File: config.mk
export PLATFORM = sky130hd
export DESIGN_NAME = ppe_ctrl
export DESIGN_NICKNAME = d
export VERILOG_FILES = /design/src/hdl/ppe_pkg.sv /design/src/hdl/ppe_ctrl.sv
export SDC_FILE = /design/constraint.sdc
export NUM_CORES = 1
export LEC_CHECK = 0
export ABC_CLOCK_PERIOD_IN_PS = 4930
export BUFFER_PORTS_ARGS = -buffer_cell sky130_fd_sc_hd__buf_2
export CORE_ASPECT_RATIO = 0.8
export CORE_MARGIN = 5
export CORE_UTILIZATION = 55
export CTS_CLUSTER_DIAMETER = 80
export DETAILED_ROUTE_END_ITERATION = 8
export PLACE_DENSITY = 0.83
export SLEW_MARGIN = 20
export SYNTH_ARGS = -nofsm -noshare
export SYNTH_HDL_FRONTEND = slang
export SYNTH_SLANG_ARGS = --single-unit
File: constraint.sdc
create_clock -name clk -period 4.93 [get_ports clk]
set_input_delay 0.493 -clock clk [delete_from_list [all_inputs] [get_ports clk]]
set_output_delay 0.493 -clock clk [all_outputs]
set_load 0.05 [all_outputs]
File: src/hdl/ppe_pkg.sv
// ppe_pkg: sizes, codes, command/status structs and saturation helper for the
// piecewise polynomial evaluator; no dependencies, used by every other file
package ppe_pkg;

  // sizing
  localparam int MAX_PIECES  = 4;
  localparam int MAX_ORDER   = 7;
  localparam int PARAM_SLOTS = 32;
  localparam int FRAC_BITS   = 16;

  // fixed field widths
  localparam int WORD_W      = 32;
  localparam int ACTION_W    = 2;
  localparam int SLOT_W      = 5;
  localparam int COUNT_W     = 3;
  localparam int ORDERS_W    = 12;
  localparam int ORD_FIELD_W = 3;
  localparam int BREAK_REGS  = 5;
  localparam int CFG_IDX_W   = 3;

  // derived widths
  localparam int COEF_ROW   = MAX_ORDER + 1;
  localparam int COEF_DEPTH = MAX_PIECES * COEF_ROW;
  localparam int CA_W       = (COEF_DEPTH > 1) ? $clog2(COEF_DEPTH) : 1;
  localparam int PS_AW      = $clog2(PARAM_SLOTS);
  localparam int ORD_W      = $clog2(COEF_ROW);
  localparam int PC_W       = $clog2(MAX_PIECES + 1);
  localparam int PIDX_W     = $clog2(COEF_DEPTH + 1);
  localparam int BI_W       = $clog2(BREAK_REGS);
  localparam int T_W        = WORD_W + 1;
  localparam int PROD_W     = WORD_W + T_W;
  localparam int WIDE_W     = PROD_W + 1;
  localparam int SUM_W      = WORD_W + $clog2(MAX_PIECES) + 1;
  localparam int PIECE_LIM  = (MAX_PIECES < BREAK_REGS - 1) ? MAX_PIECES : BREAK_REGS - 1;

  // request actions
  localparam logic [ACTION_W-1:0] ACT_WRITE  = ACTION_W'(0);
  localparam logic [ACTION_W-1:0] ACT_DERIVE = ACTION_W'(1);
  localparam logic [ACTION_W-1:0] ACT_EVAL   = ACTION_W'(2);

  // register indexes
  localparam logic [CFG_IDX_W-1:0] CFG_PIECE_COUNT  = CFG_IDX_W'(0);
  localparam logic [CFG_IDX_W-1:0] CFG_PIECE_ORDERS = CFG_IDX_W'(1);
  localparam logic [CFG_IDX_W-1:0] CFG_BREAK_0      = CFG_IDX_W'(2);
  localparam logic [CFG_IDX_W-1:0] CFG_BREAK_1      = CFG_IDX_W'(3);
  localparam logic [CFG_IDX_W-1:0] CFG_BREAK_2      = CFG_IDX_W'(4);
  localparam logic [CFG_IDX_W-1:0] CFG_BREAK_3      = CFG_IDX_W'(5);
  localparam logic [CFG_IDX_W-1:0] CFG_BREAK_4      = CFG_IDX_W'(6);

  // register reset values
  localparam logic [COUNT_W-1:0]  RST_PIECE_COUNT  = COUNT_W'(1);
  localparam logic [ORDERS_W-1:0] RST_PIECE_ORDERS = ORDERS_W'(7);
  localparam logic signed [WORD_W-1:0] RST_BREAKS [BREAK_REGS] = '{
    32'shFFFF_0000, 32'sh0001_0000, 32'sh0001_0000, 32'sh0001_0000, 32'sh0001_0000
  };

  localparam logic signed [WIDE_W-1:0] WIDE_WORD_MAX =
    WIDE_W'($signed({1'b0, {(WORD_W-1){1'b1}}}));
  localparam logic signed [WIDE_W-1:0] WIDE_WORD_MIN =
    WIDE_W'($signed({1'b1, {(WORD_W-1){1'b0}}}));
  localparam logic signed [WIDE_W-1:0] WIDE_HALF = WIDE_W'(1) <<< (FRAC_BITS - 1);

  typedef struct packed {
    logic                     clip;
    logic signed [WORD_W-1:0] value;
  } sat_word_t;

  // controller to datapath
  typedef struct packed {
    logic param_wr;
    logic start_derive;
    logic start_eval;
    logic piece_begin;
    logic pc_inc;
    logic coef_wr;
    logic rd_top;
    logic h_load;
    logic h_mul;
    logic h_add;
    logic slope;
    logic save_val;
    logic save_slope;
    logic sum_add;
    logic out_load;
  } ppe_cmd_t;

  // datapath to controller
  typedef struct packed {
    logic pc_at_n;
    logic pc_at_max;
    logic in_range;
    logic fill_last;
    logic fill_used;
    logic load_last;
    logic add_last;
    logic ord_zero;
    logic out_free;
  } ppe_stat_t;

  function automatic sat_word_t sat_word(input logic signed [WIDE_W-1:0] v);
    sat_word_t r;
    if (v > WIDE_WORD_MAX) begin
      r.clip  = 1'b1;
      r.value = {1'b0, {(WORD_W-1){1'b1}}};
    end else if (v < WIDE_WORD_MIN) begin
      r.clip  = 1'b1;
      r.value = {1'b1, {(WORD_W-1){1'b0}}};
    end else begin
      r.clip  = 1'b0;
      r.value = WORD_W'(v);
    end
    return r;
  endfunction

endpackage

File: src/hdl/ppe_ctrl.sv
// ppe_ctrl: sequencer for write, derive and evaluate requests
// depends on ppe_pkg; drives ppe_dpath through ppe_cmd_t, reads ppe_stat_t
module ppe_ctrl (
  input  logic                          clk,
  input  logic                          rst_n,
  input  logic                          in_valid,
  input  logic [ppe_pkg::ACTION_W-1:0]  in_action,
  output logic                          in_ready,
  input  ppe_pkg::ppe_stat_t            stat,
  output ppe_pkg::ppe_cmd_t             cmd
);

  typedef enum logic [10:0] {
    ST_IDLE      = 11'b000_0000_0001,
    ST_D_PIECE   = 11'b000_0000_0010,
    ST_D_FILL_RD = 11'b000_0000_0100,
    ST_D_FILL_WR = 11'b000_0000_1000,
    ST_E_PIECE   = 11'b000_0001_0000,
    ST_H_LOAD_RD = 11'b000_0010_0000,
    ST_H_LOAD    = 11'b000_0100_0000,
    ST_H_MUL     = 11'b000_1000_0000,
    ST_H_ADD     = 11'b001_0000_0000,
    ST_H_DONE    = 11'b010_0000_0000,
    ST_DONE      = 11'b100_0000_0000
  } state_t;

  // what the horner pass is computing
  typedef enum logic [2:0] {
    PH_DVAL   = 3'b001,
    PH_DSLOPE = 3'b010,
    PH_EVAL   = 3'b100
  } phase_t;

  state_t state_r, state_nxt;
  phase_t phase_r, phase_nxt;

  always_ff @(posedge clk) begin
    if (!rst_n) begin
      state_r <= ST_IDLE;
      phase_r <= PH_DVAL;
    end else begin
      state_r <= state_nxt;
      phase_r <= phase_nxt;
    end
  end

  always_comb begin
    cmd       = '0;
    cmd.slope = (phase_r == PH_DSLOPE);
    in_ready  = 1'b0;
    state_nxt = state_r;
    phase_nxt = phase_r;
    unique case (state_r)
      ST_IDLE: begin
        in_ready = 1'b1;
        if (in_valid) begin
          unique case (in_action)
            ppe_pkg::ACT_WRITE: begin
              cmd.param_wr = 1'b1;
            end
            ppe_pkg::ACT_DERIVE: begin
              cmd.start_derive = 1'b1;
              phase_nxt        = PH_DVAL;
              state_nxt        = ST_D_PIECE;
            end
            ppe_pkg::ACT_EVAL: begin
              cmd.start_eval = 1'b1;
              phase_nxt      = PH_EVAL;
              state_nxt      = ST_E_PIECE;
            end
            default: ;
          endcase
        end
      end
      ST_D_PIECE: begin
        if (stat.pc_at_max) begin
          state_nxt = ST_IDLE;
        end else begin
          cmd.piece_begin = 1'b1;
          state_nxt       = ST_D_FILL_RD;
        end
      end
      // wait state for the registered parameter read to land
      ST_D_FILL_RD: begin
        state_nxt = ST_D_FILL_WR;
      end
      ST_D_FILL_WR: begin
        cmd.coef_wr = 1'b1;
        if (!stat.fill_last) begin
          state_nxt = ST_D_FILL_RD;
        end else if (stat.fill_used) begin
          state_nxt = ST_H_LOAD_RD;
        end else begin
          cmd.pc_inc = 1'b1;
          state_nxt  = ST_D_PIECE;
        end
      end
      ST_E_PIECE: begin
        if (stat.pc_at_n) begin
          state_nxt = ST_DONE;
        end else if (stat.in_range) begin
          cmd.piece_begin = 1'b1;
          state_nxt       = ST_H_LOAD_RD;
        end else begin
          cmd.pc_inc = 1'b1;
        end
      end
      ST_H_LOAD_RD: begin
        cmd.rd_top = 1'b1;
        state_nxt  = ST_H_LOAD;
      end
      ST_H_LOAD: begin
        cmd.h_load = 1'b1;
        state_nxt  = stat.load_last ? ST_H_DONE : ST_H_MUL;
      end
      ST_H_MUL: begin
        cmd.h_mul = 1'b1;
        state_nxt = ST_H_ADD;
      end
      ST_H_ADD: begin
        cmd.h_add = 1'b1;
        state_nxt = stat.add_last ? ST_H_DONE : ST_H_MUL;
      end
      ST_H_DONE: begin
        unique case (phase_r)
          PH_DVAL: begin
            cmd.save_val = 1'b1;
            if (stat.ord_zero) begin
              // constant piece ends flat
              cmd.save_slope = 1'b1;
              cmd.pc_inc     = 1'b1;
              state_nxt      = ST_D_PIECE;
            end else begin
              phase_nxt = PH_DSLOPE;
              state_nxt = ST_H_LOAD_RD;
            end
          end
          PH_DSLOPE: begin
            cmd.save_slope = 1'b1;
            cmd.pc_inc     = 1'b1;
            phase_nxt      = PH_DVAL;
            state_nxt      = ST_D_PIECE;
          end
          PH_EVAL: begin
            cmd.sum_add = 1'b1;
            cmd.pc_inc  = 1'b1;
            state_nxt   = ST_E_PIECE;
          end
          default: state_nxt = ST_IDLE;
        endcase
      end
      ST_DONE: begin
        if (stat.out_free) begin
          cmd.out_load = 1'b1;
          state_nxt    = ST_IDLE;
        end
      end
      default: state_nxt = ST_IDLE;
    endcase
  end

endmodule

==> summary.md <==
| Metric | Value |
|---|---|
| Placed wire-length estimate | `2244 um` |
| #FFs+latches synth | `14` |
| GRT Overall Usage | `0.2000` |
| R2R setup slack | `2770 ps` |
| Final setup viols | `0` |
| Commonest non-fill, non-tap cell in the layout | `buf_2` |
| Peak VDD IR | `0.0002357 V` |
| Syn. warnings | `0` |
| EDFF count, synth | `0` |
| Die area | `0.002997 mm2` |
| Site Rows | `14` |
| Worst slew pin tran | `just under 500 ps` |
| Crit start category | `register` |
| Vias | `1188` |
| CP arrival | `2360 ps` |
| Die width | `around 60 um` |
| Core Footprint | `0.001892 mm2` |
| Sink Count | `14` |
| Hold Violations, Final | `0` |
| Max-slew violations | `0` |
| Run status | `completed` |
| CTS Hold Buffers Added | `0` |
| Clk slew on worst S/H paths | `around 90 ps` |
| Min Tclk post-route | `2850 ps` |
| TritonCTS buffer count | `3` |
| Setup_tns | `0 ps` |
| RSZ-0062 raised after global routing | `no` |
| Largest net degree at the start of global routing | `10` |
| Top_reg_cell synth | `dfxtp_1` |
| Routed Antenna Nets | `0` |
| DRC Markers | `0` |
| Post-synth cell types | `46` |
| Power per cell area | `358.8 mW/mm2` |
| Worst clock skew | `1.025 ps` |
| Starting Density | `0.5807` |
| Post-Syn Nets | `155` |
| Synth top area cells | `dfxtp_1 (26%), nor2_1 (5.8%), a21oi_1 (4.1%)` |
| Met3 Usage GRT | `0.05483` |
| TritonCTS clock tree | `yes` |
| M1 GR Usage | `0.2833` |
| Worst hold path class | `in -> reg` |
| GPL Wtd Cong | `0.9001` |
| Ys async rst share | `0` |
| Pleak | `0.0005684 uW` |
| Area growth from synthesis to layout | `15.38%` |
| First-pass GRT wire length | `approximately 4800 um` |
| Root Buffer | `clkbuf_4` |
| Initial drt markers | `64` |
| Sequential-to-total area share from yosys stat | `0.2551` |
| GRT overflow | `0` |
| Final core utilization | `0.6700` |
| Post-Syn Area per Cell | `7.791 um2` |
| Overall routed net length | `2840 um` |
| Dominant cell type by area after synthesis | `dfxtp_1` |
| H-tree levels | `1` |
| Port Buf Inserts | `29` |
| Ant diodes | `0` |
| Worst skew pair latency | `a little under 300 ps` |
| Initial antenna violation count | `0` |
| Wire per inst | `14.87 um` |
| Syn Std Cell Area | `0.001099 mm2` |
| Max FO, Critical Path | `9` |
| Max_slew headroom | `0.6670` |
| CP Capture Type | `primary output` |
| Bufs on Longest Clock Path | `2` |
| Setup CP Type | `reg -> out` |
| Yosys top cell area share | `0.2551` |
| Max-Cap Viols | `0` |
| Worst EP required | `4440 ps` |
| FMAX | `0.3508 GHz` |
| Tcrit/Tclk final | `0.5782` |
| DR vias/cell | `about 6.2` |
| Chip Height | `49.98 um` |
| CTS resizes | `0` |
| Top Usage Layer GRT | `met2` |
| Grt met2 use | `0.2986` |
| Postcts setup bufs | `0` |
| Ports | `30` |
| Vias in the first global route | `1068` |
| Number of fill cells | `175` |
| Drt pass-1 iters | `5` |
| Cells after synthesis | `approximately 140` |
| Share of cells above drive strength 1 | `0.2695` |
| Most frequent cells in the layout | `buf_2 (29), nor2_1 (17), dfxtp_1 (14)` |
| Total Nets Final | `182` |
[cell families after synthesis]
| kind of cell | share of synthesized area |
|---|---|
| simple gates | 0.4043 |
| mux | 0.009112 |
| buf+inv | 0.07288 |
| compound gates | 0.2187 |
| flops | 0.2551 |
| xor+xnor | 0.03986 |
[registers in the layout (all words and copies together) (netlist names)]
register / cells
state_r: 11
phase_r: 3
[synthesized netlist by cell type, types with 2 or more instances]
cell type	n
clkbuf_1	4
nor4_1	4
inv_1	9
a21o_1	2
nand2b_1	5
nand2_1	9
a21oi_1	9
nand3b_1	4
nor3b_1	2
nor4b_1	2
a31oi_1	2
nand3_1	3
o22ai_1	2
nand4_1	2
o21ai_0	4
xor2_1	4
or3b_2	2
o221ai_1	2
dfxtp_1	14
or3_1	2
buf_6	2
nor3_1	6
o211ai_1	2
nor2_1	17
nand4b_1	4
or4_4	3
[critical path, cell delays in order (launching register included)]
cell and delay [ps]:
dfxtp_1 530, or4b_1 510, or3_4 360, inv_1 130
nand2_1 80, nor3b_1 170, buf_2 290
[layout make-up]
class	instances	area, um2	area share
Multi-Input combinational cell	110	738.2	0.5824
Sequential cell	14	280.3	0.2211
Timing Repair Buffer	29	145.1	0.1145
Inverter	10	37.54	0.02961
Clock buffer	4	36.28	0.02863
Tap cell	24	30.03	0.02369
[per-stage QoR]
stage	setup slack, ps	total power (uW)	cells	hold slack [ps]	cell area [um2]
global placement	2478	362.6	187	584.2	1231
floorplan	1428	329.8	141	514.2	1099
finish	2080	454.8	191	457.0	1267
detailed placement	2415	369.6	187	590.8	1231
CTS	2089	455.8	191	452.3	1267
global route	1923	483.6	191	484.1	1267
[per-layer routing]
metal / vias up / wire length, um
li1: 583 / -
met3: 4 / 259
met2: 57 / 1250
met1: 544 / 1316
met4: 0 / 13
met5: - / 0
[path summary, 6_finish.rpt]
kind / from / end / cells past startpoint
setup / recovery: state_r[0] / cmd[13] / 6
hold / removal: stat[2] / state_r[9] / 3
setup reg to reg: state_r[0] / phase_r[0] / 4
hold reg to reg: state_r[5] / state_r[6] / 2
[power by group]
group / internal (uW) / leakage [uW] / switching, uW / total [uW]
Combinational: 91.6 / 0.000434 / 131 / 222
Sequential: 123 / 0.000113 / 23.7 / 147
Clock: 45.0 / 0.0000210 / 40.2 / 85.2
Note: power is estimated with default switching activity, not from simulation.
